<file path="src/hdl/mrc_pkg.sv">
`timescale 1ns / 1ps
// ----------------------------------------------------------------------------
// mrc_pkg
// Types, codes and helpers shared by the mismatch run characterizer modules.
// ----------------------------------------------------------------------------
package mrc_pkg;

  localparam int CNT_W      = 40;
  localparam int HIST_BINS  = 26;
  localparam int BIN_W      = 5;
  localparam int PAGE_OFF_W = 16;
  localparam int SHIFT_W    = 5;
  localparam int LIMIT_W    = 8;
  localparam int CFG_W      = 8;
  localparam int CFG_IDX_W  = 1;

  localparam logic [BIN_W-1:0]   LAST_BIN         = BIN_W'(HIST_BINS - 1);
  localparam logic [SHIFT_W-1:0] PAGE_SHIFT_MIN   = 5'd4;
  localparam logic [SHIFT_W-1:0] PAGE_SHIFT_MAX   = 5'd16;
  localparam logic [SHIFT_W-1:0] PAGE_SHIFT_RESET = 5'd12;
  localparam logic [LIMIT_W-1:0] SHOW_LIMIT_RESET = 8'd12;

  typedef enum logic [0:0] {
    OP_COMPARE = 1'b0,
    OP_FINISH  = 1'b1
  } opcode_e;

  typedef enum logic [CFG_IDX_W-1:0] {
    CFG_PAGE_SHIFT = 1'b0,
    CFG_SHOW_LIMIT = 1'b1
  } cfg_index_e;

  typedef enum logic [3:0] {
    KIND_RUN       = 4'd0,
    KIND_TAIL      = 4'd1,
    KIND_COMPARED  = 4'd2,
    KIND_BAD       = 4'd3,
    KIND_RUNS      = 4'd4,
    KIND_ZERO_RUNS = 4'd5,
    KIND_ALIGNED   = 4'd6,
    KIND_PAGE_LEN  = 4'd7,
    KIND_BIN       = 4'd8
  } record_kind_e;

  typedef enum logic [1:0] {
    ST_RUN,
    ST_TOT,
    ST_BIN
  } ctrl_state_e;

  typedef struct packed {
    logic [0:0] opcode;
    logic [7:0] ref_byte;
    logic [7:0] sus_byte;
  } in_req_t;

  typedef struct packed {
    logic [3:0]            record_kind;
    logic [CNT_W-1:0]      run_number;
    logic [CNT_W-1:0]      run_offset;
    logic [CNT_W-1:0]      run_length;
    logic [PAGE_OFF_W-1:0] page_offset;
    logic                  all_zero;
    logic [BIN_W-1:0]      bin_index;
    logic [CNT_W-1:0]      count_value;
    logic                  last_result;
  } out_rec_t;

  typedef struct packed {
    logic             compare;
    logic             finish;
    logic             emit_total;
    logic             emit_bin;
    record_kind_e     kind;
    logic [BIN_W-1:0] bin_idx;
    logic             last;
    logic             clear;
  } ctrl_cmd_t;

  typedef struct packed {
    logic                 out_free;
    logic [HIST_BINS-1:0] hist_nz;
  } dp_status_t;

  function automatic logic [CNT_W-1:0] sat_inc(input logic [CNT_W-1:0] v);
    return (&v) ? v : v + CNT_W'(1);
  endfunction

endpackage

</file>
<file path="src/hdl/mrc_ctrl.sv">
`timescale 1ns / 1ps
// ----------------------------------------------------------------------------
// mrc_ctrl
// Sequencer: takes requests, then walks the totals and histogram bins of a
// finish sequence and orders the final clear.
// ----------------------------------------------------------------------------
module mrc_ctrl (
  input  logic                clk_i,
  input  logic                rst_ni,
  input  logic                in_valid_i,
  input  mrc_pkg::in_req_t    in_req_i,
  output logic                in_stall_o,
  input  mrc_pkg::dp_status_t status_i,
  output mrc_pkg::ctrl_cmd_t  cmd_o
);
  import mrc_pkg::*;

  ctrl_state_e      state_q, state_d;
  record_kind_e     kind_q, kind_d;
  logic [BIN_W-1:0] idx_q, idx_d;
  logic             in_acc;
  logic             nz_above;
  logic             any_nz;

  assign any_nz   = |status_i.hist_nz;
  assign nz_above = |((status_i.hist_nz >> idx_q) >> 1);

  always_ff @(posedge clk_i or negedge rst_ni) begin
    if (!rst_ni) begin
      state_q <= ST_RUN;
      kind_q  <= KIND_COMPARED;
      idx_q   <= '0;
    end else begin
      state_q <= state_d;
      kind_q  <= kind_d;
      idx_q   <= idx_d;
    end
  end

  always_comb begin
    state_d       = state_q;
    kind_d        = kind_q;
    idx_d         = idx_q;
    in_stall_o    = 1'b1;
    in_acc        = 1'b0;
    cmd_o         = '0;
    cmd_o.kind    = kind_q;
    cmd_o.bin_idx = idx_q;
    case (state_q)
      ST_RUN: begin
        in_stall_o = !status_i.out_free;
        in_acc     = in_valid_i && status_i.out_free;
        if (in_acc) begin
          if (in_req_i.opcode == OP_FINISH) begin
            cmd_o.finish = 1'b1;
            kind_d       = KIND_COMPARED;
            state_d      = ST_TOT;
          end else begin
            cmd_o.compare = 1'b1;
          end
        end
      end
      ST_TOT: begin
        if (status_i.out_free) begin
          cmd_o.emit_total = 1'b1;
          if (kind_q == KIND_PAGE_LEN) begin
            idx_d = '0;
            if (any_nz) begin
              state_d = ST_BIN;
            end else begin
              cmd_o.last  = 1'b1;
              cmd_o.clear = 1'b1;
              state_d     = ST_RUN;
            end
          end else begin
            kind_d = record_kind_e'(kind_q + 4'd1);
          end
        end
      end
      ST_BIN: begin
        if (status_i.hist_nz[idx_q]) begin
          if (status_i.out_free) begin
            cmd_o.emit_bin = 1'b1;
            if (!nz_above) begin
              cmd_o.last  = 1'b1;
              cmd_o.clear = 1'b1;
              state_d     = ST_RUN;
            end else begin
              idx_d = idx_q + BIN_W'(1);
            end
          end
        end else if (idx_q == LAST_BIN) begin
          cmd_o.clear = 1'b1;
          state_d     = ST_RUN;
        end else begin
          idx_d = idx_q + BIN_W'(1);
        end
      end
      default: begin
        state_d = ST_RUN;
      end
    endcase
  end

endmodule

</file>
<file path="src/hdl/mrc_dp.sv">
`timescale 1ns / 1ps
// ----------------------------------------------------------------------------
// mrc_dp
// Datapath: run tracking, saturating counters, length histogram, config
// registers and the output record register.
// ----------------------------------------------------------------------------
module mrc_dp (
  input  logic                                clk_i,
  input  logic                                rst_ni,
  input  mrc_pkg::ctrl_cmd_t                  cmd_i,
  input  mrc_pkg::in_req_t                    in_req_i,
  input  logic                                cfg_we_i,
  input  logic [mrc_pkg::CFG_IDX_W-1:0]       cfg_idx_i,
  input  logic [mrc_pkg::CFG_W-1:0]           cfg_data_i,
  input  logic                                out_stall_i,
  output mrc_pkg::dp_status_t                 status_o,
  output logic                                out_valid_o,
  output mrc_pkg::out_rec_t                   out_rec_o
);
  import mrc_pkg::*;

  logic [SHIFT_W-1:0]   page_shift_q, page_shift_d;
  logic [LIMIT_W-1:0]   show_limit_q, show_limit_d;
  logic                 open_q, open_d;
  logic [CNT_W-1:0]     start_q, start_d;
  logic                 zero_q, zero_d;
  logic [CNT_W-1:0]     pos_q, pos_d;
  logic [CNT_W-1:0]     bad_q, bad_d;
  logic [CNT_W-1:0]     runs_q, runs_d;
  logic [CNT_W-1:0]     zruns_q, zruns_d;
  logic [CNT_W-1:0]     aligned_q, aligned_d;
  logic [CNT_W-1:0]     pglen_q, pglen_d;
  logic [LIMIT_W-1:0]   shown_q, shown_d;
  logic [CNT_W-1:0]     len_q, len_d;
  logic [BIN_W-1:0]     bin_q, bin_d;
  logic [CNT_W-1:0]     thr_q, thr_d;
  logic [CNT_W-1:0]     hist_q [HIST_BINS];
  logic [CNT_W-1:0]     hist_d [HIST_BINS];
  logic [HIST_BINS-1:0] nz_q, nz_d;
  logic                 out_valid_q, out_valid_d;
  out_rec_t             out_rec_q, out_rec_d;

  logic [SHIFT_W-1:0]   eff_shift;
  logic [CNT_W-1:0]     pmask;
  logic [CNT_W-1:0]     psize;
  logic                 mism;
  logic                 step;
  logic                 out_free;

  always_comb begin
    if (page_shift_q < PAGE_SHIFT_MIN) begin
      eff_shift = PAGE_SHIFT_MIN;
    end else if (page_shift_q > PAGE_SHIFT_MAX) begin
      eff_shift = PAGE_SHIFT_MAX;
    end else begin
      eff_shift = page_shift_q;
    end
  end

  assign pmask    = ~({CNT_W{1'b1}} << eff_shift);
  assign psize    = CNT_W'(1) << eff_shift;
  assign mism     = in_req_i.ref_byte != in_req_i.sus_byte;
  assign step     = !(&pos_q);
  assign out_free = !out_valid_q || !out_stall_i;

  assign status_o.out_free = out_free;
  assign status_o.hist_nz  = nz_q;
  assign out_valid_o       = out_valid_q;
  assign out_rec_o         = out_rec_q;

  always_comb begin
    page_shift_d = page_shift_q;
    show_limit_d = show_limit_q;
    open_d       = open_q;
    start_d      = start_q;
    zero_d       = zero_q;
    pos_d        = pos_q;
    bad_d        = bad_q;
    runs_d       = runs_q;
    zruns_d      = zruns_q;
    aligned_d    = aligned_q;
    pglen_d      = pglen_q;
    shown_d      = shown_q;
    len_d        = len_q;
    bin_d        = bin_q;
    thr_d        = thr_q;
    hist_d       = hist_q;
    nz_d         = nz_q;
    out_rec_d    = out_rec_q;
    out_valid_d  = out_valid_q && out_stall_i;

    if (cfg_we_i) begin
      case (cfg_index_e'(cfg_idx_i))
        CFG_PAGE_SHIFT: page_shift_d = cfg_data_i[SHIFT_W-1:0];
        CFG_SHOW_LIMIT: show_limit_d = cfg_data_i[LIMIT_W-1:0];
        default: ;
      endcase
    end

    if (cmd_i.compare) begin
      pos_d = sat_inc(pos_q);
      if (mism) begin
        bad_d = sat_inc(bad_q);
        if (!open_q) begin
          open_d  = 1'b1;
          start_d = pos_q;
          zero_d  = in_req_i.sus_byte == 8'd0;
          len_d   = step ? CNT_W'(1) : '0;
          bin_d   = '0;
          thr_d   = CNT_W'(1);
        end else begin
          zero_d = zero_q && (in_req_i.sus_byte == 8'd0);
          if (step) begin
            len_d = len_q + CNT_W'(1);
            // thr holds 2^(bin+1)-1, so the bin moves up when the length
            // reaches the next power of two
            if (len_q == thr_q && bin_q != LAST_BIN) begin
              bin_d = bin_q + BIN_W'(1);
              thr_d = {thr_q[CNT_W-2:0], 1'b1};
            end
          end
        end
      end else if (open_q) begin
        open_d       = 1'b0;
        runs_d       = sat_inc(runs_q);
        hist_d[bin_q] = sat_inc(hist_q[bin_q]);
        nz_d[bin_q]  = 1'b1;
        if (zero_q) begin
          zruns_d = sat_inc(zruns_q);
        end
        if ((start_q & pmask) == '0) begin
          aligned_d = sat_inc(aligned_q);
        end
        if (len_q == psize) begin
          pglen_d = sat_inc(pglen_q);
        end
        if (shown_q < show_limit_q) begin
          shown_d                 = shown_q + LIMIT_W'(1);
          out_valid_d             = 1'b1;
          out_rec_d               = '0;
          out_rec_d.record_kind   = KIND_RUN;
          out_rec_d.run_number    = sat_inc(runs_q);
          out_rec_d.run_offset    = start_q;
          out_rec_d.run_length    = len_q;
          out_rec_d.page_offset   = start_q[PAGE_OFF_W-1:0] & pmask[PAGE_OFF_W-1:0];
          out_rec_d.all_zero      = zero_q;
          out_rec_d.bin_index     = bin_q;
        end
      end
    end

    if (cmd_i.finish && open_q) begin
      // tail run counts toward runs and zero runs only
      runs_d = sat_inc(runs_q);
      if (zero_q) begin
        zruns_d = sat_inc(zruns_q);
      end
      out_valid_d             = 1'b1;
      out_rec_d               = '0;
      out_rec_d.record_kind   = KIND_TAIL;
      out_rec_d.run_number    = sat_inc(runs_q);
      out_rec_d.run_offset    = start_q;
      out_rec_d.run_length    = len_q;
      out_rec_d.page_offset   = start_q[PAGE_OFF_W-1:0] & pmask[PAGE_OFF_W-1:0];
      out_rec_d.all_zero      = zero_q;
      out_rec_d.bin_index     = bin_q;
    end

    if (cmd_i.emit_total) begin
      out_valid_d             = 1'b1;
      out_rec_d               = '0;
      out_rec_d.record_kind   = cmd_i.kind;
      out_rec_d.last_result   = cmd_i.last;
      case (cmd_i.kind)
        KIND_COMPARED:  out_rec_d.count_value = pos_q;
        KIND_BAD:       out_rec_d.count_value = bad_q;
        KIND_RUNS:      out_rec_d.count_value = runs_q;
        KIND_ZERO_RUNS: out_rec_d.count_value = zruns_q;
        KIND_ALIGNED:   out_rec_d.count_value = aligned_q;
        KIND_PAGE_LEN:  out_rec_d.count_value = pglen_q;
        default:        out_rec_d.count_value = '0;
      endcase
    end

    if (cmd_i.emit_bin) begin
      out_valid_d             = 1'b1;
      out_rec_d               = '0;
      out_rec_d.record_kind   = KIND_BIN;
      out_rec_d.bin_index     = cmd_i.bin_idx;
      out_rec_d.count_value   = hist_q[cmd_i.bin_idx];
      out_rec_d.last_result   = cmd_i.last;
    end

    if (cmd_i.clear) begin
      open_d    = 1'b0;
      start_d   = '0;
      zero_d    = 1'b1;
      pos_d     = '0;
      bad_d     = '0;
      runs_d    = '0;
      zruns_d   = '0;
      aligned_d = '0;
      pglen_d   = '0;
      shown_d   = '0;
      len_d     = '0;
      bin_d     = '0;
      thr_d     = CNT_W'(1);
      nz_d      = '0;
      for (int i = 0; i < HIST_BINS; i++) begin
        hist_d[i] = '0;
      end
    end
  end

  always_ff @(posedge clk_i or negedge rst_ni) begin
    if (!rst_ni) begin
      page_shift_q <= PAGE_SHIFT_RESET;
      show_limit_q <= SHOW_LIMIT_RESET;
      open_q       <= 1'b0;
      start_q      <= '0;
      zero_q       <= 1'b1;
      pos_q        <= '0;
      bad_q        <= '0;
      runs_q       <= '0;
      zruns_q      <= '0;
      aligned_q    <= '0;
      pglen_q      <= '0;
      shown_q      <= '0;
      len_q        <= '0;
      bin_q        <= '0;
      thr_q        <= CNT_W'(1);
      nz_q         <= '0;
      out_valid_q  <= 1'b0;
      for (int i = 0; i < HIST_BINS; i++) begin
        hist_q[i] <= '0;
      end
    end else begin
      page_shift_q <= page_shift_d;
      show_limit_q <= show_limit_d;
      open_q       <= open_d;
      start_q      <= start_d;
      zero_q       <= zero_d;
      pos_q        <= pos_d;
      bad_q        <= bad_d;
      runs_q       <= runs_d;
      zruns_q      <= zruns_d;
      aligned_q    <= aligned_d;
      pglen_q      <= pglen_d;
      shown_q      <= shown_d;
      len_q        <= len_d;
      bin_q        <= bin_d;
      thr_q        <= thr_d;
      nz_q         <= nz_d;
      out_valid_q  <= out_valid_d;
      hist_q       <= hist_d;
    end
  end

  always_ff @(posedge clk_i) begin
    out_rec_q <= out_rec_d;
  end

endmodule

</file>
<file path="src/hdl/mismatch_run_characterizer.sv">
`timescale 1ns / 1ps
// ----------------------------------------------------------------------------
// mismatch_run_characterizer
// Tracks runs of differing bytes between two streams and reports them.
// ----------------------------------------------------------------------------
// Input channel (in_valid_i / in_stall_o / in_req_i): a compare request
// carries one reference and one suspect byte; a finish request closes the
// session. Compare requests are taken one per cycle while in_stall_o is low.
// A run closed by an equal pair yields one run record in the next cycle
// while fewer than show_limit runs have been shown.
// A finish request yields an optional tail record, six totals and the nonzero
// histogram bins, the final record flagged by last_result. The totals go out
// in turn; the bins are scanned one per cycle, unless the output stalls, up
// to the highest nonzero one, and the input is held off until the final
// record. All counters and the histogram are cleared with the final record.
// Output channel (out_valid_o / out_stall_i / out_rec_o): one record
// register; while it holds a stalled record, every request is held
// off. Configuration (page_shift, show_limit) is written through
// cfg_we_i / cfg_idx_i / cfg_data_i and survives a finish.
// Reset: asynchronous, active low; config returns to its defaults and all
// counters, the histogram and the output register are emptied.
// ----------------------------------------------------------------------------
module mismatch_run_characterizer (
  input  logic                          clk_i,
  input  logic                          rst_ni,
  input  logic                          in_valid_i,
  output logic                          in_stall_o,
  input  mrc_pkg::in_req_t              in_req_i,
  output logic                          out_valid_o,
  input  logic                          out_stall_i,
  output mrc_pkg::out_rec_t             out_rec_o,
  input  logic                          cfg_we_i,
  input  logic [mrc_pkg::CFG_IDX_W-1:0] cfg_idx_i,
  input  logic [mrc_pkg::CFG_W-1:0]     cfg_data_i
);
  import mrc_pkg::*;

  ctrl_cmd_t  cmd;
  dp_status_t status;

  mrc_ctrl u_ctrl (
    .clk_i      (clk_i),
    .rst_ni     (rst_ni),
    .in_valid_i (in_valid_i),
    .in_req_i   (in_req_i),
    .in_stall_o (in_stall_o),
    .status_i   (status),
    .cmd_o      (cmd)
  );

  mrc_dp u_dp (
    .clk_i       (clk_i),
    .rst_ni      (rst_ni),
    .cmd_i       (cmd),
    .in_req_i    (in_req_i),
    .cfg_we_i    (cfg_we_i),
    .cfg_idx_i   (cfg_idx_i),
    .cfg_data_i  (cfg_data_i),
    .out_stall_i (out_stall_i),
    .status_o    (status),
    .out_valid_o (out_valid_o),
    .out_rec_o   (out_rec_o)
  );

endmodule

</file>
<file path="config.mk">
export PLATFORM = sky130hd
export DESIGN_NAME = mismatch_run_characterizer
export DESIGN_NICKNAME = d
export VERILOG_FILES = /design/src/hdl/mrc_pkg.sv /design/src/hdl/mrc_ctrl.sv /design/src/hdl/mrc_dp.sv /design/src/hdl/mismatch_run_characterizer.sv
export SDC_FILE = /design/constraint.sdc
export NUM_CORES = 2
export LEC_CHECK = 0
export ABC_AREA = 0
export BUFFER_PORTS_ARGS = -buffer_cell sky130_fd_sc_hd__buf_2
export CORE_UTILIZATION = 40
export CTS_BUF_LIST = sky130_fd_sc_hd__clkbuf_4 sky130_fd_sc_hd__clkbuf_8
export DETAILED_ROUTE_END_ITERATION = 12
export SETUP_SLACK_MARGIN = 0.15
export SLEW_MARGIN = 25
export SYNTH_ARGS = -nofsm -noshare
export SYNTH_HDL_FRONTEND = slang
export SYNTH_SLANG_ARGS = --single-unit
</file>
<file path="constraint.sdc">
create_clock -name clk_i -period 9.17 [get_ports clk_i]
set_input_delay 0.917 -clock clk_i [delete_from_list [all_inputs] [get_ports clk_i]]
set_output_delay 0.917 -clock clk_i [all_outputs]
set_load 0.01 [all_outputs]
</file>
==> reports/metrics.yaml <==
run_status:
  status: "finished, final reports clean"
worst_setup_path:
  r2r_slack_ps: 2730
  arrival_ps: 7360
  cp-startpoint: "u_ctrl.idx_q[1]"
  rr_startpoint: "u_ctrl.idx_q[1]"
  crit_path_end: "u_dp.hist_q[912]"
  crit_fanout: 56
  worstSetupPathType: "reg2reg"
  worstPathRequired_ps: 10090
  endpoint_kind: "flop"
  cp-start-kind: "flop"
  r2r_end: "u_dp.hist_q[912]"
  reg2regPathDepth: 12
timing:
  drv_slew: 0
  finalCriticalPeriod_ps: 6442
  rsz0062_at_grt: "false"
  finalCritPeriodShare_pct: 70.25
  relSlewSlack_pct: 19.92
  hold_violations: 0
  setup_viol: 0
  finalClockSkew_ps: 99.25
  finalSetupTns_ps: 0
  max_freq_mhz: 155.2
  max_slew.worst_pin.slew_ps: 1198
  fin_hold_ws_ps: 93.03
placed_design:
  io_buffer_count: 219
  gp_congestion: 1.021
  dpl.hpwl_um: 242000
  place_area_mm2: 0.09313
pwr:
  powerDensity_mw_per_mm2: 201.4
  ir_drop_mv: 0.1535
  p_leak_nw: 41.37
clock_network:
  postCtsSetupBuffers: 0
  cts_root_buf: "clkbuf_8"
  path_clk_slew_ps: 70
  cts_buffer_depth: 4
  htree_levels: 5
  cts_resized: 0
  numCtsBuffers: 313
  clkSinkCount: 1652
  clock_latency_ps: 1090
  cts_tree: "built"
floorplan:
  core_area_mm2: 0.2225
  die-area_mm2: 0.2261
  dieHeight_um: 475.5
  io_pins: 220
  initial_core_util_pct: 40.29
  num_rows: 173
  dieWidth_um: 475.5
detailed_routing:
  drt_wl_total_um: 368200
  drt_iter0_drc: 11070
  viasPerCell: 6.510
  via_count: 77850
  drt-pass1-iter-count: 8
  wl_per_cell_um: 30.79
  drc: 0
  drtAntennaViolNets: 0
global_route:
  grt-ovfl-total: 0
  grt_max_degree: 151
  antenna_found_initial: 29
  grt_usage_pct: 31.97
  grt_pass1_vias: 73680
  grt_pass1_wl_um: 529400
final_layout:
  layout_common_cells: "dfrtp_1 (1451), nand2_1 (1237), a21oi_1 (759), nor2_1 (609), nand3_1 (499)"
  num-fill-cells: 21100
  multi_input_area_mm2: 0.04513
  regArea_mm2: 0.04089
  area_delta_synth_final_pct: 11.09
  nets: 8824
  final_util_pct: 44.76
  fin_area_mm2: 0.09961
  mostFrequentLayoutCell: "dfrtp_1"
  drive_above_1_share_pct: 17.64
worst_hold_path:
  worstHoldStart: "cfg_data_i[3]"
  hold_class: "in2reg"
logic_synthesis:
  synth-edff-count: 46
  yosysUniqueCellTypes: 120
  yosys.area.top_type: "dfrtp_1"
  synth.ff_latch_count: 1652
  synthCells: 8765
  synth_flop_cell: "dfrtp_1"
  syn_avg_cell_area_um2: 10.23
  synth.area.top_cells: "dfrtp_1 (41%), mux4_2 (9.0%), nand2_1 (5.2%)"
  synth_top_area_share_pct: 40.72
  yosysWarningCount: 0
  synthArstFlopShare_pct: 88.68
  ys_seq_area_share_pct: 45.58
  synthesis.nets: 8825
  synth_area_mm2: 0.08966
flow_run:
  cap_violations: 0
## cell type report
cell class	instances	area share [%]
Clock inverter	45	0.4459
Sequential cell	1652	41.05
Antenna cell	11	0.02763
Multi-Input combinational cell	6254	45.31
Inverter	80	0.3077
Tap cell	2975	3.737
Clock buffer	479	5.940
Timing Repair Buffer	463	3.177
## worst max-delay path, stage by stage (launching register included)
cell and delay (ps):
dfrtp_4 1020, buf_4 770, mux2i_1 210, nand2_1 120
a31o_2 210, o21a_1 540, nor4b_1 820, nor2_1 490
nor3_4 830, buf_4 540, nor2_1 80, buf_4 260
a22o_1 270
## per-stage QoR
step	power [mW]	cells	setup WS, ps
detailed placement	12.49	11420	2902
finish	20.06	11960	2728
floorplan	11.10	8765	4662
CTS	20.06	11950	2868
global route	20.70	11960	2514
global placement	12.45	11420	2947
## repair_timing
| item | CTS | global route |
|---|---|---|
| hold endpoints to repair | 83 | 0 |
| setup endpoints to repair | 0 | 0 |
| hold buffers | 1 | 0 |
## metal layers
| layer | vias to the layer above | GRT usage, % | part of all wire (%) |
|---|---|---|---|
| li1 | 32150 | - | - |
| met1 | 39160 | 42.53 | 39 |
| met2 | 5342 | 44.56 | 42 |
| met3 | 1172 | 11.70 | 13 |
| met4 | 24 | 18.19 | 6.4 |
| met5 | - | 0 | 0.044 |
## kinds of logic (layout without fill, tap and decap cells)
family	after synthesis	after routing	synth area share, %
other	0	11	0
and+or+nand+nor	2962	2962	15.03
buffers and inverters	859	1067	4.652
adders and majority gates	29	29	0.4047
AOI/OAI and AO/OA	2051	2051	15.32
DFF	1652	1652	45.58
xor gates and xnor gates	328	328	3.325
muxes	884	884	15.68
## how the worst min path moves through the flow
stage               slack (ps)  depth (start not counted)                    to
floorplan                  450                          2      u_dp.hist_q[667]
global placement           440                          2   u_dp.out_rec_o[140]
detailed placement         440                          2   u_dp.out_rec_o[135]
CTS                         10                          3  u_dp.page_shift_q[3]
global route                40                          2  u_dp.show_limit_q[5]
finish                      90                          3  u_dp.page_shift_q[3]
## state kept, by name (all words and copies together), names as in the netlist
register and flops:
u_dp.open_q 1, u_dp.show_limit_q 8, u_dp.aligned_q 40, u_dp.nz_q 26, u_dp.thr_q 39, u_dp.start_q 40, u_dp.shown_q 8, u_dp.page_shift_q 5
u_ctrl.state_q 2, u_dp.bad_q 40, u_dp.pglen_q 40, u_ctrl.kind_q 4, u_dp.zruns_q 40, u_dp.len_q 40, u_dp.hist_q 1040, u_dp.zero_q 1
u_dp.pos_q 40, u_dp.runs_q 40, u_dp.bin_q 5, u_ctrl.idx_q 5, u_dp.out_valid_o 1, u_dp.out_rec_o 187
## where the power goes
| group | internal (mW) | leakage (nW) | switching (mW) |
|---|---|---|---|
| clock | 4.31 | 3.38 | 3.31 |
| combinational | 1.45 | 16.1 | 2.92 |
| sequential | 7.65 | 21.9 | 0.427 |
| total | 13.4 | 41.4 | 6.66 |
## cell usage after synthesis, types with 16 or more instances
cell type  instances
a211oi_1          62
a21oi_1          760
a221oi_1          46
a22o_1           426
a22oi_1          133
a31oi_1           16
a32o_1            26
and2_1            47
and3_1            61
and4_1            36
buf_1             71
buf_2            125
buf_4             61
buf_6             36
clkbuf_1         466
dfrtp_1         1459
dfxtp_1          141
edfxtp_1          46
ha_1              29
inv_1             75
mux2_2            38
mux2i_1          446
mux4_1            42
mux4_2           357
nand2_1         1248
nand2b_1          17
nand3_1          501
nand4_1          105
nor2_1           637
nor2b_1           18
nor3_1            73
nor4_1            55
o211ai_1          25
o21ai_0          254
o22ai_1          118
o2bb2ai_1         29
or3_1             69
xnor2_1          154
xor2_1           161
Note: power is estimated with default switching activity, not from simulation.
